## src/rtl/wsd_pkg.sv

```systemverilog
// types and constants shared by the websocket frame deframer
package wsd_pkg;

	// length codes in header byte one
	localparam logic [6:0] LEN16_CODE = 7'd126;
	localparam logic [6:0] LEN64_CODE = 7'd127;

	// byte counts of the extended length and mask key fields
	localparam logic [3:0] LEN16_BYTES = 4'd2;
	localparam logic [3:0] LEN64_BYTES = 4'd8;
	localparam logic [3:0] KEY_BYTES   = 4'd4;

	localparam int MAXLEN_W = 63;

	// status codes
	localparam logic [1:0] ST_OK       = 2'd0;
	localparam logic [1:0] ST_TRUNC    = 2'd1;
	localparam logic [1:0] ST_TOO_LONG = 2'd2;

	typedef struct packed {
		logic [7:0] rx_byte;
		logic       buffer_end;
	} wsd_in_t;

	typedef struct packed {
		logic [7:0] payload_byte;
		logic       data_valid;
		logic [3:0] frame_opcode;
		logic       frame_fin;
		logic       frame_masked;
		logic       frame_end;
		logic [1:0] status;
	} wsd_out_t;

endpackage

```

## src/rtl/wsd_parser.sv

```systemverilog
// frame parse state and the per-byte step logic
module wsd_parser (
	input  logic                  clk,
	input  logic                  arst_n,
	input  logic                  step_en,
	input  wsd_pkg::wsd_in_t      in_word,
	input  logic [62:0]           max_len,
	output wsd_pkg::wsd_out_t     res,
	output logic                  emit
);
	import wsd_pkg::*;

	typedef enum logic [6:0] {
		PH_HDR0  = 7'b0000001,
		PH_HDR1  = 7'b0000010,
		PH_EXT16 = 7'b0000100,
		PH_EXT64 = 7'b0001000,
		PH_KEY   = 7'b0010000,
		PH_DATA  = 7'b0100000,
		PH_SKIP  = 7'b1000000
	} phase_t;

	phase_t      ph_q, ph_d;
	logic [4:0]  fo_q, fo_d;
	logic        mf_q, mf_d;
	logic [3:0]  cnt_q, cnt_d;
	logic [63:0] rem_q, rem_d;
	logic [31:0] key_q, key_d;
	logic [1:0]  pos_q, pos_d;

	logic [7:0]  b;
	logic        be;
	logic [7:0]  kb;
	logic        after_len;
	logic        hdr_done;
	logic        trunc_chk;
	logic [7:0]  r_data;
	logic        r_valid;
	logic        r_end;
	logic [1:0]  r_st;

	assign b  = in_word.rx_byte;
	assign be = in_word.buffer_end;
	// key byte for this payload position, first key byte is the top one
	assign kb = key_q[{~pos_q, 3'b000} +: 8];

	always_comb begin
		ph_d      = ph_q;
		fo_d      = fo_q;
		mf_d      = mf_q;
		cnt_d     = cnt_q;
		rem_d     = rem_q;
		key_d     = key_q;
		pos_d     = pos_q;
		after_len = 1'b0;
		hdr_done  = 1'b0;
		trunc_chk = 1'b0;
		emit      = 1'b0;
		r_data    = 8'd0;
		r_valid   = 1'b0;
		r_end     = 1'b0;
		r_st      = ST_OK;

		case (ph_q)
			PH_HDR1: begin
				mf_d  = b[7];
				cnt_d = 4'd0;
				rem_d = 64'd0;
				if (b[6:0] == LEN16_CODE) begin
					ph_d      = PH_EXT16;
					trunc_chk = 1'b1;
				end else if (b[6:0] == LEN64_CODE) begin
					ph_d      = PH_EXT64;
					trunc_chk = 1'b1;
				end else begin
					rem_d     = {57'd0, b[6:0]};
					after_len = 1'b1;
				end
			end
			PH_EXT16, PH_EXT64: begin
				rem_d = {rem_q[55:0], b};
				cnt_d = cnt_q + 4'd1;
				if (cnt_d >= ((ph_q == PH_EXT16) ? LEN16_BYTES : LEN64_BYTES)) begin
					after_len = 1'b1;
				end else begin
					trunc_chk = 1'b1;
				end
			end
			PH_KEY: begin
				key_d = {key_q[23:0], b};
				cnt_d = cnt_q + 4'd1;
				if (cnt_d >= KEY_BYTES) begin
					hdr_done = 1'b1;
				end else begin
					trunc_chk = 1'b1;
				end
			end
			PH_DATA: begin
				pos_d   = pos_q + 2'd1;
				rem_d   = rem_q - 64'd1;
				emit    = 1'b1;
				r_data  = b ^ kb;
				r_valid = 1'b1;
				if (rem_q == 64'd1) begin
					r_end = 1'b1;
					ph_d  = PH_HDR0;
				end else if (be) begin
					r_end = 1'b1;
					r_st  = ST_TRUNC;
					ph_d  = PH_HDR0;
				end
			end
			PH_SKIP: begin
				if (rem_q != 64'd0) begin
					rem_d = rem_q - 64'd1;
				end
				if (rem_q <= 64'd1 || be) begin
					ph_d = PH_HDR0;
				end
			end
			default: begin
				// header byte zero, also taken for a corrupt phase code
				fo_d      = {b[7], b[3:0]};
				mf_d      = 1'b0;
				key_d     = 32'd0;
				pos_d     = 2'd0;
				rem_d     = 64'd0;
				cnt_d     = 4'd0;
				ph_d      = PH_HDR1;
				trunc_chk = 1'b1;
			end
		endcase

		// length known: key bytes next if masked
		if (after_len) begin
			if (mf_d) begin
				cnt_d = 4'd0;
				if (be) begin
					emit  = 1'b1;
					r_end = 1'b1;
					r_st  = ST_TRUNC;
					ph_d  = PH_HDR0;
				end else begin
					ph_d = PH_KEY;
				end
			end else begin
				hdr_done = 1'b1;
			end
		end

		// header complete
		if (hdr_done) begin
			if (rem_d > {1'b0, max_len}) begin
				emit  = 1'b1;
				r_end = 1'b1;
				r_st  = ST_TOO_LONG;
				ph_d  = be ? PH_HDR0 : PH_SKIP;
			end else if (rem_d == 64'd0) begin
				emit  = 1'b1;
				r_end = 1'b1;
				ph_d  = PH_HDR0;
			end else begin
				pos_d = 2'd0;
				if (be) begin
					emit  = 1'b1;
					r_end = 1'b1;
					r_st  = ST_TRUNC;
					ph_d  = PH_HDR0;
				end else begin
					ph_d = PH_DATA;
				end
			end
		end

		// buffer ran out mid header
		if (trunc_chk && be) begin
			emit  = 1'b1;
			r_end = 1'b1;
			r_st  = ST_TRUNC;
			ph_d  = PH_HDR0;
		end

		res.payload_byte = r_data;
		res.data_valid   = r_valid;
		res.frame_opcode = fo_d[3:0];
		res.frame_fin    = fo_d[4];
		res.frame_masked = mf_d;
		res.frame_end    = r_end;
		res.status       = r_st;
	end

	always_ff @(posedge clk or negedge arst_n) begin
		if (!arst_n) begin
			ph_q  <= PH_HDR0;
			fo_q  <= 5'd0;
			mf_q  <= 1'b0;
			cnt_q <= 4'd0;
			rem_q <= 64'd0;
			key_q <= 32'd0;
			pos_q <= 2'd0;
		end else if (step_en) begin
			ph_q  <= ph_d;
			fo_q  <= fo_d;
			mf_q  <= mf_d;
			cnt_q <= cnt_d;
			rem_q <= rem_d;
			key_q <= key_d;
			pos_q <= pos_d;
		end
	end

endmodule

```

## src/rtl/websocket_frame_deframer_unit.sv

```systemverilog
// websocket frame deframer top level: input register, parser, result register
//
// channel   direction  handshake             word
// src       in         src_valid/src_stall   wsd_in_t  (rx_byte, buffer_end)
// res       out        res_valid/res_stall   wsd_out_t (payload, flags, status)
// cfg       in         cfg_we                63-bit max payload length
//
// one byte per clock sustained unless a result-making byte waits on a stalled res; a result goes through both registers
// byte goes into the input register, is parsed in one step, result lands in the output register
// reset clears parse state to header byte zero and the length limit to all ones
// a byte that gives no result is parsed even while the output register is stalled
// src_stall rises only when the input register holds a result-making byte and res is
// full and stalled
module websocket_frame_deframer_unit (
	input  logic                  clk,
	input  logic                  arst_n,
	input  logic                  src_valid,
	output logic                  src_stall,
	input  wsd_pkg::wsd_in_t      src_word,
	output logic                  res_valid,
	input  logic                  res_stall,
	output wsd_pkg::wsd_out_t     res_word,
	input  logic                  cfg_we,
	input  logic [62:0]           cfg_wdata
);
	import wsd_pkg::*;

	// input register
	logic        v_s1;
	wsd_in_t     w_s1;

	// result register
	logic        v_s2;
	wsd_out_t    w_s2;

	// length limit
	logic [MAXLEN_W-1:0] max_len_q;

	wsd_out_t    step_res;
	logic        step_emit;
	logic        step_go;

	// parse when the byte makes no result or the result register has room
	assign step_go   = v_s1 && (!v_s2 || !res_stall || !step_emit);
	assign src_stall = v_s1 && !step_go;

	always_ff @(posedge clk or negedge arst_n) begin
		if (!arst_n) begin
			max_len_q <= {MAXLEN_W{1'b1}};
		end else if (cfg_we) begin
			max_len_q <= cfg_wdata;
		end
	end

	always_ff @(posedge clk or negedge arst_n) begin
		if (!arst_n) begin
			v_s1 <= 1'b0;
		end else if (!src_stall) begin
			v_s1 <= src_valid;
		end
	end

	// payload needs no reset
	always_ff @(posedge clk) begin
		if (!src_stall) begin
			w_s1 <= src_word;
		end
	end

	wsd_parser u_parser (
		.clk     (clk),
		.arst_n  (arst_n),
		.step_en (step_go),
		.in_word (w_s1),
		.max_len (max_len_q),
		.res     (step_res),
		.emit    (step_emit)
	);

	always_ff @(posedge clk or negedge arst_n) begin
		if (!arst_n) begin
			v_s2 <= 1'b0;
		end else if (step_go && step_emit) begin
			v_s2 <= 1'b1;
		end else if (!res_stall) begin
			v_s2 <= 1'b0;
		end
	end

	always_ff @(posedge clk) begin
		if (step_go && step_emit) begin
			w_s2 <= step_res;
		end
	end

	assign res_valid = v_s2;
	assign res_word  = w_s2;

	// a result without data always closes its frame
	a_nodata_end: assert property (@(posedge clk) disable iff (!arst_n)
		v_s2 |-> (w_s2.data_valid || w_s2.frame_end))
		else $error("result without data not marked frame end");

	// any error status closes the frame
	a_err_end: assert property (@(posedge clk) disable iff (!arst_n)
		(v_s2 && w_s2.status != ST_OK) |-> w_s2.frame_end)
		else $error("error status without frame end");

	// status is one of the defined codes
	a_status_code: assert property (@(posedge clk) disable iff (!arst_n)
		v_s2 |-> (w_s2.status == ST_OK || w_s2.status == ST_TRUNC ||
		          w_s2.status == ST_TOO_LONG))
		else $error("undefined status code");

	// input side only backs up behind a full, stalled result register
	a_stall_cause: assert property (@(posedge clk) disable iff (!arst_n)
		src_stall |-> (v_s2 && res_stall && step_emit))
		else $error("input stalled without a blocked result");

	// a held byte keeps its contents until parsed
	a_s1_hold: assert property (@(posedge clk) disable iff (!arst_n)
		src_stall |=> (v_s1 && $stable(w_s1)))
		else $error("input register changed while stalled");

endmodule
```

## config.mk

```make
export PLATFORM = sky130hd
export DESIGN_NAME = websocket_frame_deframer_unit
export DESIGN_NICKNAME = d
export VERILOG_FILES = /design/src/rtl/wsd_pkg.sv /design/src/rtl/wsd_parser.sv /design/src/rtl/websocket_frame_deframer_unit.sv
export SDC_FILE = /design/constraint.sdc
export NUM_CORES = 1
export LEC_CHECK = 0
export ABC_CLOCK_PERIOD_IN_PS = 20900
export BUFFER_PORTS_ARGS = -buffer_cell sky130_fd_sc_hd__buf_2
export CAP_MARGIN = 20
export CORE_ASPECT_RATIO = 0.6
export CORE_MARGIN = 2
export CORE_UTILIZATION = 45
export DETAILED_ROUTE_END_ITERATION = 12
export SKIP_CTS_REPAIR_TIMING = 1
export SLEW_MARGIN = 20
export SYNTH_ARGS = -nofsm -noshare
export SYNTH_HDL_FRONTEND = slang
export SYNTH_HIERARCHICAL = 1
export SYNTH_SLANG_ARGS = --single-unit
export TNS_END_PERCENT = 10
```

## constraint.sdc

```tcl
create_clock -name clk -period 20.9 [get_ports clk]
set_clock_uncertainty 0.2 [all_clocks]
set_input_delay 2.09 -clock clk [delete_from_list [all_inputs] [get_ports clk]]
set_output_delay 2.09 -clock clk [all_outputs]
set_load 0.005 [all_outputs]
```

==> run metrics <==
PD cells=~110 nW/um^2; GR Util All Layers=0.279; TritonCTS Sinks=207; internal power=0.959 mW; FILL cells=~2900; share of flip-flops with an asynchronous set or reset=0.870; Worst Path Required=18610 ps; Final Cycle Share=0.507; worst skew pair latency=530 ps; type of destination of the critical path=primary output; Final Power=1.67 mW; CTS Buf Count=22; Iter 0 DRT Violations=1302; Startpoint Class=flip-flop; pin count of the biggest net entering global routing=76; EDFF count, synth=27; Synth Instances=1481; clock share of power=0.247; post-route cell area=15200 um^2; CTS root buf=clkbuf_16; met2 Use GR=0.370; # rows=49; commonest non-fill, non-tap cell in the layout=nor2_1; Final Instance Count excl. Fillers=around 2000; mux contribution to synthesized area=0.0963; Hold Vio Cnt, Final=0; crit path from=u_parser/rem_q[19]$_DFFE_PN0P_; crit-path most repeated cell=nand4_1; number of top-level pins=97; RSZ-0062 raised after global routing=false; Post-Synth XOR/XNOR Area=0.00769; final worst setup slack=10300 ps; Worst path top cell family by delay=simple AND/OR/NAND/NOR gates; Comb pwr share=0.370; dpl hpwl=32400 um; number of port buffers=96; nets=between 1500 and 2000; first-pass GRT wire length=approximately 69000 um; Starting Density=0.457; Die Wd=229 um; Hold Startpoint=u_parser/key_q[31]$_DFFE_PN0P_; CTS tree=done; crit path max fanout=19; Net Count, Synth=1626; setup_tns=0 ps; clk buf depth=3; vias in the first global route=roughly 11000; total gr overflow=0; Synth Flop Type=dfrtp_1; Synth Area in Simple Gates=0.216; Synth Warn #=6; worst vdd ir=0.0000530 V; switching portion of total power=0.426; grt met1 use=0.435; Leak=6.78 nW; part of the Yosys area used for sequential elements=0.395; fraction of layout cells with a size suffix above 1=0.224; DRC violations left=0; Net Sw Power=0.711 mW; CTS clk-pin slew, worst paths=70 ps; FMAX=0.0943 GHz; Area after DPL=14400 um^2; Reg-to-Reg Start=u_parser/rem_q[19]$_DFFE_PN0P_; H-tree depth=1; final setup fails=0; Mapped Area=~14000 um^2; outcome=finished clean; sequential fraction of design power=0.383; Antenna diodes=0; CP Class=flip-flop to primary output; Worst EP arrival=8310 ps; Die ar.=between 30000 and 40000 um^2; number of antenna violations at the first check in global routing=3; Syn Area/Cell=about 9.2 um^2; Cells after DPL=1917; cell breakdown of the critical path=or4_1 -> nor4b_4 -> nand3_2 -> o21ai_4 -> nor3_1 -> a221o_1 -> ha_1 -> nand4_1 -> nor4_1 -> and3_1 -> nand3_1 -> o32ai_1 -> a211oi_1 -> or3b_2 -> o21a_1 -> nand2_1 -> nor3b_1 -> o211ai_1 -> nand4_1 -> inv_1 -> buf_2; Max Cap Viol=0; area of the core=29900 um^2; Final ANT Viol Nets=0; via count=12000; pin slew with the least headroom to its limit=1140 ps; synthesis-stage register bit count=around 210; commonest cells after routing, fill and taps aside=nor2_1 (192), nand2_1 (157), dfrtp_1 (116); Post-Place Worst Slack=roughly 11000 ps; Tightest Hold Check Type=flip-flop to flip-flop; CP max-delay cell=nor4b_4; crit-path max cell delay=roughly 800 ps; DR WL/cell=22.8 um; via/cell ratio=6.12; post-route minimum period=about 11000 ps; Die H=139 um; worst path bufs/invs=2; Slew Limit Fails=0; GR peak layer=met1; largest family of logic cells by synthesized area=simple AND/OR/NAND/NOR gates; adder-cell share of the synthesized area=0.0623; M3 GR Usage=0.0900; global placement routability congestion=slightly above 1; final wirelength=~45000 um; synth unique cells=89; post-synthesis compound-gate area fraction=0.162; Area growth syn-to-layout=10.9%; worst rel slew slack=0.231; 1st-pass router iterations=6
final timing paths:
check	endpoint	slack [ps]	depth (start not counted)
min in group asynchronous	u_parser/rem_q[47]$_DFFE_PN0P_	1320	1
max in group asynchronous	u_parser/key_q[0]$_DFFE_PN0P_	17050	3
hold reg to reg	u_parser/key_q[31]$_DFFE_PN0P_	280	2
hold / removal	u_parser/key_q[31]$_DFFE_PN0P_	280	2
setup / recovery	src_stall	10300	21
setup reg to reg	u_parser/cnt_q[1]$_DFFE_PN0P_	10810	26
cell families (layout without fill, tap and decap cells):
group / Yosys count / in the layout
AND/OR/NAND/NOR: 591 / 591
flip-flops: 207 / 207
XOR/XNOR: 12 / 12
buffers and inverters: 182 / 251
AO/OA/AOI/OAI: 332 / 332
multiplexers: 89 / 89
adder cells (fa/ha/maj): 68 / 68
worst register-to-register path, stage by stage, from the launching register on:
cell and delay (ps):
dfrtp_1 490, or4_1 680, nor4b_4 800, nand2_1 200
o41ai_2 740, buf_4 360, o21ai_0 130, o31ai_1 130
a21o_1 200, ha_1 260, a21o_1 180, a21o_1 160
a2111oi_0 440, o21ai_0 200, a221o_1 370, a211oi_1 660
or3b_2 240, o21a_1 200, nand2_1 130, nor3b_1 230
o211ai_1 190, a31oi_4 370, buf_4 480, buf_4 650
inv_2 590, or3_1 540, o21ai_0 190
synthesized netlist by cell type (27+ instances only):
cell type | instances | area (um^2)
ha_1 | 68 | 851
edfxtp_1 | 27 | 811
nand4_1 | 30 | 188
mux2_4 | 60 | 901
inv_1 | 90 | 338
nor2_1 | 193 | 724
o21ai_0 | 96 | 480
clkbuf_1 | 62 | 233
dfstp_2 | 64 | 1680
nor3_1 | 29 | 145
a21oi_1 | 59 | 295
nand2_1 | 157 | 589
nor4_1 | 29 | 181
nand3_1 | 33 | 165
dfrtp_1 | 116 | 2900
area by class of cell:
cell class | instances | area (um^2) | share of cell area
multi-input cells | 1092 | 7490 | 0.494
flip-flops and latches | 207 | 5400 | 0.356
clock buffers | 25 | 583 | 0.0385
clock inverters | 15 | 150 | 0.00991
inverters | 91 | 342 | 0.0225
repair buffers | 120 | 682 | 0.0450
well taps | 408 | 510 | 0.0337
flip-flops by register name, summed over array words and instances, names as in the netlist:
name	cells
v_s1	1
u_parser/ph_q	7
max_len_q	63
u_parser/key_q	32
u_parser/mf_q	1
u_parser/cnt_q	4
res_word	18
res_valid	1
w_s1	9
u_parser/rem_q	64
u_parser/fo_q	5
u_parser/pos_q	2
per-stage QoR:
stage	hold slack, ps	utilization
floorplan	245	-
global placement	259	0.481
detailed placement	270	0.481
CTS	285	0.506
global route	306	0.506
finish	278	0.506
layer usage:
metal / routed length, um / vias up
li1: - / 5497
met4: 959 / 0
met2: 17400 / 589
met1: 21600 / 5828
met5: 0 / -
met3: 4770 / 70
power groups by stage:
stage | clock network [mW] | logic (mW) | registers [mW]
5_1_grt | 0.438 | 0.676 | 0.650
4_1_cts | 0.422 | 0.599 | 0.631
6_report | 0.413 | 0.618 | 0.639
3_3_place_gp | 0 | 0.593 | 0.634
2_1_floorplan | 0 | 0.446 | 0.565
3_5_place_dp | 0 | 0.596 | 0.637
No activity file was read; power rests on OpenSTA's default activity.
